===== src/hw/rtl/mcg_pkg.sv =====
`default_nettype none
package mcg_pkg;

	localparam int unsigned CoordWidth = 15;
	localparam int unsigned RadiusWidth = 6;
	localparam int unsigned OffsetWidth = 6;
	localparam int unsigned PointWidth = 16;
	localparam int unsigned MaxRadius = 63;
	localparam int unsigned MaxResults = 46;
	localparam int unsigned CountWidth = $clog2(MaxResults);

	localparam int unsigned InDataWidth = 40;
	localparam int unsigned OutDataWidth = 144;

	typedef enum logic {
		S_IDLE,
		S_RUN
	} mcg_state_t;

	// controller to datapath
	typedef struct packed {
		logic start;   // load a new circle request
		logic advance; // register one step into the output and move the recurrence on
	} mcg_cmd_t;

	// datapath to controller
	typedef struct packed {
		logic last;    // the step at hand is the final one of this circle
	} mcg_status_t;

endpackage
`default_nettype wire


===== src/hw/rtl/midpoint_circle_generator.sv =====
`default_nettype none
// Midpoint circle generator: one circle request in, one result per octant step out.
// Input channel s_axis_*: one transfer carries a signed centre and a radius (0..63).
// Output channel m_axis_*: one transfer per octant step, holding the major and minor
// offsets and the eight mirrored coordinates centre +- offset; tlast marks the final
// step of the circle. A zero radius gives a single step at the centre.
// A circle of radius r yields about r/sqrt(2) + 1 steps, at most 46.
// The request is first loaded into the recurrence registers; the first step is then
// registered into the output register. Throughput: one step per cycle while the
// receiver keeps tready high, set by the single-step recurrence unit in the datapath;
// the next request is taken only once the last step of a circle has been registered.
// s_axis_tready is high only while no circle is being stepped; the next request
// may be taken while the last step of the previous circle still waits at the output.
// When the receiver stalls, the output register holds its step and the recurrence
// freezes until the transfer completes.
// Reset (arst_n low, asynchronous) returns to idle and drops m_axis_tvalid.
module midpoint_circle_generator
	import mcg_pkg::*;
(
	input  wire logic                    clk,
	input  wire logic                    arst_n,
	input  wire logic                    s_axis_tvalid,
	output logic                         s_axis_tready,
	// [14:0] center_x, [29:15] center_y, [35:30] radius, [39:36] zero
	input  wire logic [InDataWidth-1:0]  s_axis_tdata,
	output logic                         m_axis_tvalid,
	input  wire logic                    m_axis_tready,
	// [5:0] offset_major, [11:6] offset_minor, [27:12] x_plus_major,
	// [43:28] x_minus_major, [59:44] x_plus_minor, [75:60] x_minus_minor,
	// [91:76] y_plus_major, [107:92] y_minus_major, [123:108] y_plus_minor,
	// [139:124] y_minus_minor, [143:140] zero
	output logic [OutDataWidth-1:0]      m_axis_tdata,
	output logic                         m_axis_tlast
);

	mcg_cmd_t    cmd;
	mcg_status_t status;
	logic        busy;

	// sequencing: accept requests, pace steps against the output register
	mcg_ctrl u_ctrl (
		.clk       (clk),
		.arst_n    (arst_n),
		.in_valid  (s_axis_tvalid),
		.out_ready (m_axis_tready),
		.status    (status),
		.cmd       (cmd),
		.busy      (busy),
		.out_valid (m_axis_tvalid)
	);

	// recurrence registers, step counter and the output register
	mcg_datapath u_datapath (
		.clk      (clk),
		.arst_n   (arst_n),
		.cmd      (cmd),
		.in_data  (s_axis_tdata),
		.status   (status),
		.out_data (m_axis_tdata),
		.out_last (m_axis_tlast)
	);

	// take a new request only between circles
	assign s_axis_tready = !busy;

	// an emitted step never has the minor offset past the major one
	assert property (@(posedge clk) disable iff (!arst_n)
		m_axis_tvalid |-> (m_axis_tdata[11:6] <= m_axis_tdata[5:0]))
		else $error("minor offset exceeds major offset");

	// a step that is not the last one means the circle is still being stepped
	assert property (@(posedge clk) disable iff (!arst_n)
		(m_axis_tvalid && !m_axis_tlast) |-> busy)
		else $error("non-final step shown while idle");

	// an idle block cannot be stepping
	assert property (@(posedge clk) disable iff (!arst_n)
		!busy |-> !cmd.advance)
		else $error("step advanced while idle");

endmodule
`default_nettype wire


===== src/hw/rtl/mcg_ctrl.sv =====
`default_nettype none
module mcg_ctrl
	import mcg_pkg::*;
(
	input  wire logic        clk,
	input  wire logic        arst_n,
	input  wire logic        in_valid,
	input  wire logic        out_ready,
	input  wire mcg_status_t status,
	output mcg_cmd_t         cmd,
	output logic             busy,
	output logic             out_valid
);

	mcg_state_t state_q;
	mcg_state_t state_next;
	logic       out_valid_q;

	always_comb begin
		state_next = state_q;
		case (state_q)
			S_IDLE: begin
				if (in_valid) begin
					state_next = S_RUN;
				end
			end
			S_RUN: begin
				if (cmd.advance && status.last) begin
					state_next = S_IDLE;
				end
			end
			default: begin
				state_next = S_IDLE;
			end
		endcase
	end

	always_comb begin
		cmd.start   = 1'b0;
		cmd.advance = 1'b0;
		busy        = 1'b0;
		case (state_q)
			S_IDLE: begin
				cmd.start = in_valid;
			end
			S_RUN: begin
				busy        = 1'b1;
				// step only into a free or draining output register
				cmd.advance = !out_valid_q || out_ready;
			end
			default: begin
				busy = 1'b0;
			end
		endcase
	end

	always_ff @(posedge clk or negedge arst_n) begin
		if (!arst_n) begin
			state_q     <= S_IDLE;
			out_valid_q <= 1'b0;
		end else begin
			state_q <= state_next;
			if (cmd.advance) begin
				out_valid_q <= 1'b1;
			end else if (out_ready) begin
				out_valid_q <= 1'b0;
			end
		end
	end

	assign out_valid = out_valid_q;

endmodule
`default_nettype wire


===== src/hw/rtl/mcg_datapath.sv =====
`default_nettype none
module mcg_datapath
	import mcg_pkg::*;
(
	input  wire logic                    clk,
	input  wire logic                    arst_n,
	input  wire mcg_cmd_t                cmd,
	input  wire logic [InDataWidth-1:0]  in_data,
	output mcg_status_t                  status,
	output logic [OutDataWidth-1:0]      out_data,
	output logic                         out_last
);

	logic signed [7:0]             dx_q;
	logic        [6:0]             dy_q;
	logic signed [9:0]             acc_q;
	logic        [CoordWidth-1:0]  cx_q;
	logic        [CoordWidth-1:0]  cy_q;
	logic        [CountWidth-1:0]  cnt_q;

	logic [RadiusWidth-1:0] radius;
	logic [6:0]             radius_sat;
	logic [6:0]             ndy;
	logic signed [7:0]      dx_dec;
	logic signed [7:0]      ndx;
	logic signed [9:0]      acc_sub;
	logic signed [9:0]      nacc;
	logic                   last;

	logic [PointWidth-1:0] cx_ext, cy_ext, major_ext, minor_ext;

	logic [OffsetWidth-1:0] major_q, minor_q;
	logic [PointWidth-1:0]  xpj_q, xmj_q, xpn_q, xmn_q, ypj_q, ymj_q, ypn_q, ymn_q;
	logic                   last_q;

	assign radius     = in_data[2*CoordWidth +: RadiusWidth];
	assign radius_sat = ({1'b0, radius} > 7'(MaxRadius)) ? 7'(MaxRadius) : {1'b0, radius};

	// one midpoint step: minor up, error down by 2*minor+1, pull major in on underflow
	assign ndy     = dy_q + 7'd1;
	assign acc_sub = acc_q - $signed({2'b00, dy_q, 1'b0}) - 10'sd1;
	assign dx_dec  = dx_q - 8'sd1;
	assign ndx     = acc_sub[9] ? dx_dec : dx_q;
	assign nacc    = acc_sub[9] ? (acc_sub + $signed({dx_dec[7], dx_dec, 1'b0})) : acc_sub;
	assign last    = ($signed({1'b0, ndy}) > ndx) || (cnt_q == CountWidth'(MaxResults - 1));

	assign status.last = last;

	assign cx_ext    = {cx_q[CoordWidth-1], cx_q};
	assign cy_ext    = {cy_q[CoordWidth-1], cy_q};
	assign major_ext = {{(PointWidth-OffsetWidth){1'b0}}, dx_q[OffsetWidth-1:0]};
	assign minor_ext = {{(PointWidth-OffsetWidth){1'b0}}, dy_q[OffsetWidth-1:0]};

	always_ff @(posedge clk or negedge arst_n) begin
		if (!arst_n) begin
			dx_q  <= '0;
			dy_q  <= '0;
			acc_q <= '0;
			cx_q  <= '0;
			cy_q  <= '0;
			cnt_q <= '0;
		end else if (cmd.start) begin
			dx_q  <= $signed({1'b0, radius_sat});
			dy_q  <= '0;
			acc_q <= $signed({3'b000, radius_sat}) - 10'sd1;
			cx_q  <= in_data[0 +: CoordWidth];
			cy_q  <= in_data[CoordWidth +: CoordWidth];
			cnt_q <= '0;
		end else if (cmd.advance) begin
			dx_q  <= ndx;
			dy_q  <= ndy;
			acc_q <= nacc;
			cnt_q <= cnt_q + CountWidth'(1);
		end
	end

	always_ff @(posedge clk) begin
		if (cmd.advance) begin
			major_q <= dx_q[OffsetWidth-1:0];
			minor_q <= dy_q[OffsetWidth-1:0];
			xpj_q   <= cx_ext + major_ext;
			xmj_q   <= cx_ext - major_ext;
			xpn_q   <= cx_ext + minor_ext;
			xmn_q   <= cx_ext - minor_ext;
			ypj_q   <= cy_ext + major_ext;
			ymj_q   <= cy_ext - major_ext;
			ypn_q   <= cy_ext + minor_ext;
			ymn_q   <= cy_ext - minor_ext;
			last_q  <= last;
		end
	end

	assign out_data = {4'b0000, ymn_q, ypn_q, ymj_q, ypj_q, xmn_q, xpn_q, xmj_q, xpj_q,
		minor_q, major_q};
	assign out_last = last_q;

endmodule
`default_nettype wire

===== config.mk =====
export PLATFORM = sky130hd
export DESIGN_NAME = midpoint_circle_generator
export DESIGN_NICKNAME = d
export VERILOG_FILES = /design/src/hw/rtl/mcg_pkg.sv /design/src/hw/rtl/midpoint_circle_generator.sv /design/src/hw/rtl/mcg_ctrl.sv /design/src/hw/rtl/mcg_datapath.sv
export SDC_FILE = /design/constraint.sdc
export NUM_CORES = 1
export LEC_CHECK = 0
export BUFFER_PORTS_ARGS = -buffer_cell sky130_fd_sc_hd__buf_2
export CAP_MARGIN = 20
export CORE_MARGIN = 5
export CORE_UTILIZATION = 56
export DETAILED_ROUTE_END_ITERATION = 8
export GPL_TIMING_DRIVEN = 0
export PLACE_DENSITY = 0.8
export SKIP_LAST_GASP = 1
export SYNTH_ARGS = -nofsm -noshare
export SYNTH_HDL_FRONTEND = slang
export SYNTH_SLANG_ARGS = --single-unit

===== constraint.sdc =====
create_clock -name clk -period 14.1 [get_ports clk]
set_input_delay 3.525 -clock clk [delete_from_list [all_inputs] [get_ports clk]]
set_output_delay 3.525 -clock clk [all_outputs]
set_load 0.02 [all_outputs]

== Word level (Yosys, flattened, before mapping) ==
Index checks and enable logic that the tools add are counted.
W data, S select, Z words.
Storage, ports and cells
  register bits: 204
  output and inout port bits: 147
  logic and storage cells: 62
Cells by class
  add/subtract/negate cells: 15
  order comparisons: 1
  equal/unequal tests: 1
  multiplexer cells: 18
  bitwise logic cells: 1
  reduce and logical (&&, ||, !) cells: 7
Operators with widths (count)
  $add A15 B7 Y16: 4
  $sub A15 B7 Y16: 4
  $mux W10: 3
  $mux W8: 3
  $mux W7: 2
  $mux W6: 2
  $add A10 B9 Y10: 1
  $sub A10 B2 Y10 const B: 1
  $sub A10 B9 Y10: 1
  $gt A8 B8 Y1: 1
  $sub A8 B2 Y8 const B: 1
  $add A7 B1 Y7 const B: 1
  $mux W1: 7
  $sub A6 B1 Y7 const B: 1
  $add A6 B1 Y6 const B: 1
  $eq A6 B6 Y1 const B: 1
  $reduce_bool A2 Y1: 2
  $logic_not A1 Y1: 2
  $logic_or A1 B1 Y1: 2
  $pmux W1 S2: 1
  $logic_and A1 B1 Y1: 1
  $not A1 Y1: 1

== Logic depth before layout (Yosys ltp) ==
Gate-level depths: netlist (run 1).
  depth after elaboration: 8
  gate-level depth with buffers: 17

== Cells and area by module ==
A second synthesis (run 1) with hierarchy kept.
Unflattened totals
  cells, all modules: 972
  area total of the unflattened synthesis: 11111.9 um^2
Modules (own cells, without submodules)
  mcg_datapath: instances 1, cells each 963, area an instance 11014.3 um^2, sequential area each 5640.4 um^2
  mcg_ctrl: instances 1, cells each 8, area an instance 93.8 um^2, sequential area each 50.0 um^2
  midpoint_circle_generator: instances 1, cells each 1, area an instance 3.8 um^2, sequential area each 0.0 um^2

== Worst setup path before layout (run 1) ==
No wires, ideal clock.
  path kind: input to register
  from: input port m_axis_tready
  to: register u_datapath.acc_q[9]
  setup time: 365 ps
  arrival time: 7959 ps
  data required time: 13735 ps
  setup slack: 5776 ps
  stages on the path: 5
  path buffers: 1
  cells stage by stage: nand2b_1 -> nand2_1 -> inv_2 -> clkbuf_1 -> a211oi_1
RTL lines
  start, declared: RTL line midpoint_circle_generator.sv:27  | input wire logic m_axis_tready,
  end signal, assigned: RTL line mcg_datapath.sv:65  | acc_q <= $signed({3'b000, radius_sat}) - 10'sd1;
  end signal, assigned: RTL line mcg_datapath.sv:72  | acc_q <= nacc;
  end, declared: RTL line mcg_datapath.sv:16  | logic signed [9:0] acc_q;

==> flow_metrics.env, run 1 <==
export IMPL_clk_pin_slew_ps=70
export IMPL_grt_pass1_vias=8517
export IMPL_seq_area_um2=5690
export IMPL_dr_pass1_iters=5
export IMPL_tns_ps=0
export IMPL_antenna_left=0
export IMPL_grt_total_usage_pct=24.1
export IMPL_ctsLongestPathBuffers=2
export IMPL_antenna_found_initial=0
export IMPL_yosysWarnings=0
export IMPL_drt_iter0_drc=756
export IMPL_worst_path_max_delay_cell="clkbuf_4"
export IMPL_cp_depth=6
export IMPL_cpPeakStageDelay_ps=500
export IMPL_cts_buffers=17
export IMPL_std_cell_rows=52
export IMPL_cts_sinks=200
export IMPL_grt_pass1_wl_um=45000
export IMPL_io_buffers=182
export IMPL_place_gp_congestion=0.918
export IMPL_synth_seq_area_share_pct=50.3
export IMPL_syn_instance_count=1065
export IMPL_n_fill_cell=1554
export IMPL_cap_viol_max_count=0
export IMPL_wl_per_cell_um=18.0
export IMPL_fmax_mhz=208
export IMPL_initial_core_util_pct=56.4
export IMPL_hpwl_um=21200
export IMPL_r2r_setup_slack_ps=9490
export IMPL_grt_use_met3_pct=5.43
export IMPL_synthMuxAreaShare_pct=0.266
export IMPL_synth_xor_area_share_pct=10.1
export IMPL_cp_start_kind="input port"
export IMPL_synth_top_family_by_area="simple AND/OR/NAND/NOR gates"
export IMPL_cts_setup_buffers=0
export IMPL_ys_ff_latch=200
export IMPL_hp_start="u_ctrl.out_valid"
export IMPL_grt_util_met1_pct=31.2
export IMPL_status="finished clean"
export IMPL_critical_path_class="in2reg"
export IMPL_post_synth_cell_area_avg_um2=10.6
export IMPL_setup_worst_path_end="u_datapath.xpn_q[10]"
export IMPL_endpoint_kind="flip-flop"
export IMPL_fp_dieW_um=152
export IMPL_r2r_end="u_ctrl.state_q"
export IMPL_hp_class="reg2reg"
export IMPL_cpLargestDelayFamily="buffers and inverters"
export IMPL_htree_levels=4
export IMPL_fp_dieH_um=152
export IMPL_grt_max_degree=71
export IMPL_path_max_fanout=70
export IMPL_core_area_um2=20000
export IMPL_hold_buffers=0
export IMPL_skew_ps=13.3
export IMPL_worstSkewPairLatency_ps=450
export IMPL_num_antenna_cells=0
export IMPL_grt_busiest_layer="met2"
export IMPL_grt_ovfl_total=0
export IMPL_maxSlewHeadroom_pct=40.4
export IMPL_finalWirelength_um=28000
export IMPL_synthArstFlopShare_pct=31.5
export IMPL_met2_usage_pct=40.4
export IMPL_required_ps=14210
export IMPL_cts_tree="done"
export IMPL_final_nets=1402
export IMPL_worst_ep_arrival_time_ps=4920
export IMPL_critical_path_cell_chain="buf_2 -> nand2b_1 -> nand2_1 -> inv_2 -> clkbuf_4 -> buf_16"
export IMPL_fin_crit_sh_pct=34.1
export IMPL_vias=8713
export IMPL_syn_area_um2=11300
export IMPL_vias_per_cell=5.60
export IMPL_die_area_um2=23100
export IMPL_drc_errors=0
export IMPL_drive_gt1_share_pct=18.7
export IMPL_synth_adder_area_share_pct=10.1
export IMPL_areaGrowthSynthToFinish_pct=17.2
export IMPL_hold_violations=0
export IMPL_crit_buf_inv=4
export IMPL_critPathLaunch="m_axis_tready"
export IMPL_rr_worst_depth=14
export IMPL_clockRootBuffer="clkbuf_16"
export IMPL_io_pins=191
export IMPL_rr_startpoint="u_datapath.dy_q[0]"
export IMPL_synth_simple_gate_area_share_pct=14.8
export IMPL_cts_resized=0
export IMPL_ys_flop_type="edfxtp_1"
export IMPL_fin_hold_ws_ps=519
export IMPL_finalMaxSlewViolations=0
export IMPL_tightest_slew_ps=882
export IMPL_synth_compound_area_share_pct=9.99
export IMPL_synth_edff_count=137
export IMPL_rsz0062_at_grt="false"
export IMPL_synth_cell_type_count=62
export IMPL_multi_input_area_um2=5130
export IMPL_min_period_ps=4810
export IMPL_setup_viol=0
==> how the worst min path moves through the flow <==
| stage | to | slack (ps) | depth (start not counted) |
|---|---|---|---|
| after global routing | u_ctrl.out_valid | 570 | 2 |
| final | u_ctrl.out_valid | 520 | 2 |
| after floorplan | u_datapath.major_q[4] | 470 | 0 |
| after global placement | u_ctrl.out_valid | 500 | 2 |
| after detailed placement | u_ctrl.out_valid | 510 | 2 |
| after CTS | u_datapath.cnt_q[4] | 530 | 1 |
==> sequential cells by signal, summed over array words and instances (netlist names), 8 cells and up <==
register          count
u_datapath.acc_q     10
u_datapath.cx_q      15
u_datapath.xmn_q     16
u_datapath.ypn_q     15
u_datapath.ypj_q     15
u_datapath.cy_q      15
u_datapath.ymn_q     16
u_datapath.xmj_q     16
u_datapath.xpn_q     15
u_datapath.xpj_q     15
u_datapath.ymj_q     16
u_datapath.dx_q       8
==> tightest hold or removal path: stages (launching register included) <==
cell	delay, ps
dfrtp_1	340
nand2b_1	80
nand2_1	70
==> cells in the final DEF (no fill, tap or decap), drive strengths merged, types with 3 or more instances in the layout <==
cell    count
nor2b      19
a22oi       4
inv        72
nand2b     19
nand4       9
a21oi      26
nor3       27
xnor2      87
clkinv      7
edfxtp    137
a211oi      6
o21ai      46
o31ai       9
dfrtp      63
or3         5
conb        4
mux2i       3
o211ai     10
clkbuf     46
a211o       6
and3       10
nor2       73
o31a        9
nor4        5
fa         10
or4         5
ha         75
o21a        8
buf       209
xor2       44
nand3b      4
nand2     124
o311ai      3
a21o        4
a31oi       5
o21bai     16
nand3      52
a221oi      3
==> cell usage after synthesis, types with 29 or more instances <==
cell type | count | area share [%]
edfxtp_1 | 137 | 36
nand2_1 | 124 | 4.1
xnor2_1 | 87 | 6.7
ha_1 | 75 | 8.3
nor2_1 | 72 | 2.4
inv_1 | 66 | 2.2
dfrtp_1 | 63 | 14
nand3_1 | 52 | 2.3
xor2_1 | 44 | 3.4
o21ai_0 | 33 | 1.5
clkbuf_1 | 29 | 0.96
==> layer usage <==
layer / share of wire, % / vias up
li1: - / 4114
met1: 40 / 4176
met2: 49 / 365
met3: 7.8 / 58
met4: 2.8 / 0
met5: 0 / -
==> per-stage QoR <==
step	utilization [%]	cell area, µm²	setup WS [ps]	std cells
2_1_floorplan	-	11300	5780	1068
3_3_place_gp	62.7	12600	3970	1520
3_5_place_dp	63.1	12600	8850	1524
4_1_cts	66.1	13300	9310	1556
5_1_grt	66.1	13300	9130	1556
6_report	66.1	13300	9290	1556
==> layout make-up <==
| class | instances | area share (%) |
|---|---|---|
| Clock inverter | 15 | 1.44 |
| Timing Repair Buffer | 186 | 7.36 |
| Clock buffer | 17 | 3.21 |
| Buffer | 53 | 1.85 |
| Multi-Input combinational cell | 747 | 38.7 |
| Tap cell | 270 | 2.55 |
| Sequential cell | 200 | 42.9 |
| Inverter | 68 | 1.93 |
==> cells by family after synthesis <==
kind of cell             Yosys count
XOR/XNOR                         131
AND/OR/NAND/NOR                  357
AO/OA/AOI/OAI                    167
flip-flops                       200
other                              1
adder cells (fa/ha/maj)           85
buffers and inverters            121
multiplexers                       3
Power of run 1 is left out: the tool's default activity adds up to more than one toggle a clock period on the data nets, which glitch-free logic cannot reach.
==> inputs of run 2 (changes only) <==
- clock period: 14.1 -> 4.8 ns (I/O delays scaled with it)
==> flow_metrics.env, run 2 (same netlist as run 1, synthesis figures left out) <==
export IMPL_status="finished clean"
export IMPL_antenna_found_initial=0
export IMPL_path_max_fanout=10
export IMPL_grt_max_degree=91
export IMPL_r2r_setup_slack_ps=340
export IMPL_required_ps=5150
export IMPL_grt_pass1_wl_um=44800
export IMPL_hpwl_um=20900
export IMPL_worst_ep_arrival_time_ps=4810
export IMPL_finalWirelength_um=28000
export IMPL_drt_iter0_drc=806
export IMPL_cts_tree="done"
export IMPL_core_area_um2=20000
export IMPL_fin_area_um2=13200
export IMPL_initial_core_util_pct=56.4
export IMPL_fin_crit_sh_pct=92.9
export IMPL_layout_common_cells="184 x buf_2, 137 x edfxtp_1, 124 x nand2_1"
export IMPL_fmax_mhz=224
export IMPL_place_area_um2=12600
export IMPL_die_area_um2=23100
export IMPL_clockRootBuffer="clkbuf_16"
export IMPL_num_antenna_cells=0
export IMPL_drive_gt1_share_pct=18.7
export IMPL_fp_dieW_um=152
export IMPL_tightest_slew_ps=972
export IMPL_worstSkewPairLatency_ps=460
export IMPL_dr_pass1_iters=5
export IMPL_antenna_left=0
export IMPL_std_cell_rows=52
export IMPL_grt_total_usage_pct=24.2
export IMPL_htree_levels=4
export IMPL_skew_ps=14.6
export IMPL_critical_path_class="reg2reg"
export IMPL_ctsLongestPathBuffers=2
export IMPL_areaGrowthSynthToFinish_pct=16.6
export IMPL_clk_pin_slew_ps=70
export IMPL_cp_start_kind="flip-flop"
export IMPL_fin_hold_ws_ps=522
export IMPL_place_gp_congestion=0.928
export IMPL_maxSlewHeadroom_pct=34.3
export IMPL_vias=8607
export IMPL_io_pins=191
export IMPL_hold_buffers=0
export IMPL_pre_cts_ws_ps=144
export IMPL_setup_viol=0
export IMPL_wl_per_cell_um=18.0
export IMPL_vias_per_cell=5.54
export IMPL_post_route_util_pct=65.8
export IMPL_fin_ws_ps=340
export IMPL_grt_pass1_vias=8565
export IMPL_mostFrequentLayoutCell="buf_2"
export IMPL_rsz0062_at_grt="false"
export IMPL_final_nets=1401
export IMPL_finalMaxSlewViolations=0
export IMPL_hp_class="reg2reg"
export IMPL_cts_sinks=200
export IMPL_fp_dieH_um=152
export IMPL_grt_ovfl_total=0
export IMPL_cts_buffers=17
export IMPL_endpoint_kind="flip-flop"
export IMPL_hold_violations=0
export IMPL_cap_viol_max_count=0
export IMPL_drc_errors=0
export IMPL_io_buffers=182
export IMPL_min_period_ps=4460
## run 2: what timing repair did
action / CTS / global route
gates resized for setup: 0 / 3
buffers inserted: 0 / 0
endpoints found under the setup margin: 0 / 2
endpoints found under the hold margin: 0 / 0
## run 2: routing by layer
metal	GRT usage, %	vias to the layer above	share of wire [%]
met2	40.0	375	48
met3	5.43	77	7.3
met5	0	-	0
met1	31.1	4043	41
met4	9.97	0	3.7
li1	-	4112	-
## run 2: worst paths after layout
| kind | from | endpoint | depth (start not counted) |
|---|---|---|---|
| max reg2reg | u_datapath.dy_q[1] | u_ctrl.state_q | 14 |
| max | u_datapath.dy_q[1] | u_ctrl.state_q | 14 |
| min in group asynchronous | arst_n | u_datapath.cy_q[8] | 1 |
| min | u_ctrl.out_valid | u_ctrl.out_valid | 2 |
| min reg2reg | u_ctrl.out_valid | u_ctrl.out_valid | 2 |
| max in group asynchronous | arst_n | u_datapath.dy_q[0] | 1 |
## run 2: layout make-up
class                           instances  area [µm²]
Buffer                                 53         253
Sequential cell                       200        5690
Multi-Input combinational cell        747        5130
Clock inverter                         15         141
Inverter                               68         255
Clock buffer                           17         425
Fill cell                            1593        6850
Tap cell                              270         338
Timing Repair Buffer                  185         951
## run 2: worst max-delay path: stages, from the launching register on
cell and delay, ps:
dfrtp_1 590, inv_1 310, ha_1 410, nand3_1 140, o211ai_1 180, a211o_1 420, nor2_2 320, clkbuf_2 320
nor2_1 100, xnor2_1 230, ha_1 300, a211o_1 300, o221ai_1 330, a21oi_1 120, nor4_1 280
## run 2: through the flow
step,cells,TNS [ps]
floorplan,1068,0
global placement,1520,-40.5
detailed placement,1523,0
CTS,1555,0
global route,1555,0
finish,1555,0
Power of run 2 is left out for the same reason.
==> inputs of run 3 (changes only) <==
- CELL_PAD_IN_SITES_DETAIL_PLACEMENT: unset -> 0
- CELL_PAD_IN_SITES_GLOBAL_PLACEMENT: unset -> 2
- CORE_UTILIZATION: 56 -> 37
- PLACE_DENSITY: 0.8 -> unset
- PLACE_DENSITY_LB_ADDON: unset -> 0.1
==> flow_metrics.env, run 3 (same netlist as run 1, synthesis figures left out) <==
export IMPL_status="finished clean"
export IMPL_rr_startpoint="u_datapath.dy_q[5]"
export IMPL_path_max_fanout=10
export IMPL_n_fill_cell=2972
export IMPL_initial_core_util_pct=37.3
export IMPL_skew_ps=17.0
export IMPL_grt_pass1_wl_um=48500
export IMPL_timing_critical_path_mode_cell="ha_1"
export IMPL_cpPeakStageDelay_ps=500
export IMPL_htree_levels=4
export IMPL_std_cell_rows=64
export IMPL_drc_errors=0
export IMPL_fin_area_um2=13300
export IMPL_fin_crit_sh_pct=94.8
export IMPL_critPathLaunch="u_datapath.dy_q[5]"
export IMPL_maxSlewHeadroom_pct=33.8
export IMPL_cts_tree="done"
export IMPL_setup_viol=0
export IMPL_rsz0062_at_grt="false"
export IMPL_hold_violations=0
export IMPL_dr_pass1_iters=5
export IMPL_required_ps=5140
export IMPL_critical_path_cell_chain="inv_1 -> ha_1 -> buf_2 -> and3_1 -> or4_4 -> o211ai_4 -> nor2_2 -> clkbuf_2 -> nor2_1 -> xnor2_1 -> ha_1 -> a211o_1 -> o221ai_1 -> a21oi_1 -> nor4_1"
export IMPL_final_nets=1402
export IMPL_cts_sinks=200
export IMPL_areaGrowthSynthToFinish_pct=17.9
export IMPL_hp_class="reg2reg"
export IMPL_io_pins=191
export IMPL_drt_iter0_drc=420
export IMPL_cp_start_kind="flip-flop"
export IMPL_ctsLongestPathBuffers=2
export IMPL_grt_ovfl_total=0
export IMPL_place_area_um2=12800
export IMPL_hpwl_um=23900
export IMPL_die_area_um2=34200
export IMPL_fmax_mhz=220
export IMPL_fin_ws_ps=250
export IMPL_io_buffers=182
export IMPL_critical_path_class="reg2reg"
export IMPL_fp_dieH_um=185
export IMPL_core_area_um2=30300
export IMPL_cap_viol_max_count=0
export IMPL_rr_worst_depth=15
export IMPL_grt_max_degree=111
export IMPL_cts_buffers=17
export IMPL_layout_common_cells="183 x buf_2, 137 x edfxtp_1, 124 x nand2_1"
export IMPL_antenna_found_initial=0
export IMPL_wl_per_cell_um=18.7
export IMPL_mostFrequentLayoutCell="buf_2"
export IMPL_antenna_left=0
export IMPL_min_period_ps=4550
export IMPL_pre_cts_ws_ps=-77.6
export IMPL_cts_setup_buffers=0
export IMPL_setup_worst_path_end="u_ctrl.state_q"
export IMPL_fp_dieW_um=185
export IMPL_tightest_slew_ps=977
export IMPL_finalMaxSlewViolations=0
export IMPL_vias=8326
export IMPL_finalWirelength_um=31500
export IMPL_worst_ep_arrival_time_ps=4890
export IMPL_num_antenna_cells=0
export IMPL_drive_gt1_share_pct=18.7
export IMPL_worstHoldPathCells=2
export IMPL_worst_path_max_delay_cell="or4_4"
export IMPL_endpoint_kind="flip-flop"
export IMPL_place_gp_congestion=0.820
export IMPL_clk_pin_slew_ps=80
export IMPL_grt_total_usage_pct=18.6
export IMPL_vias_per_cell=4.95
export IMPL_worstSkewPairLatency_ps=440
export IMPL_grt_pass1_vias=8354
export IMPL_r2r_setup_slack_ps=250
export IMPL_clockRootBuffer="clkbuf_16"
export IMPL_r2r_end="u_ctrl.state_q"
## run 3: how the worst min path moves through the flow
stage,from,end,slack [ps]
final,u_ctrl.out_valid,u_ctrl.out_valid,520
after global routing,u_ctrl.out_valid,u_ctrl.out_valid,570
after CTS,u_datapath.cnt_q[4],u_datapath.cnt_q[4],520
after detailed placement,u_ctrl.out_valid,u_ctrl.out_valid,510
after global placement,u_ctrl.out_valid,u_ctrl.out_valid,500
after floorplan,u_datapath.dx_q[4],u_datapath.major_q[4],470
## run 3: per-layer routing
layer / wire [µm] / vias up / GRT usage [%]
met3: 1430 / 18 / 2.83
met1: 14900 / 4002 / 26.4
li1: - / 4118 / -
met2: 14800 / 188 / 30.3
met4: 371 / 0 / 4.26
met5: 0 / - / 0
## run 3: cell type report
type	count	area, µm²	area share (%)
timing repair buffer	186	976	7.32
sequential	200	5690	42.7
multi-input combinational	747	5130	38.5
clock buffer	19	433	3.25
clock inverter	13	97.6	0.732
buffer	53	253	1.90
tap	396	495	3.72
inverter	68	255	1.91
## run 3: metrics by stage
stage                     util [%]  hold WS [ps]  TNS [ps]  std cells
after floorplan                  -           474         0       1068
after global placement        41.9           496    -20540       1646
after global routing          43.9           567         0       1682
final                         43.9           522         0       1682
after CTS                     43.9           524         0       1682
after detailed placement      42.2           509     -77.6       1650
## run 3: critical path, delay by kind of cell (launching register included)
kind            cells  cell delay [ps]
compound gates      4             1100
fa+ha+maj           2              610
flops               1              460
buf+inv             3              780
simple gates        5             1330
xor+xnor            1              180
## run 3: repair_timing
action / in CTS / in global routing
gates resized for setup: 1 / 2
endpoints found under the setup margin: 2 / 2
hold buffers: 0 / 0
Power of run 3 is left out for the same reason.
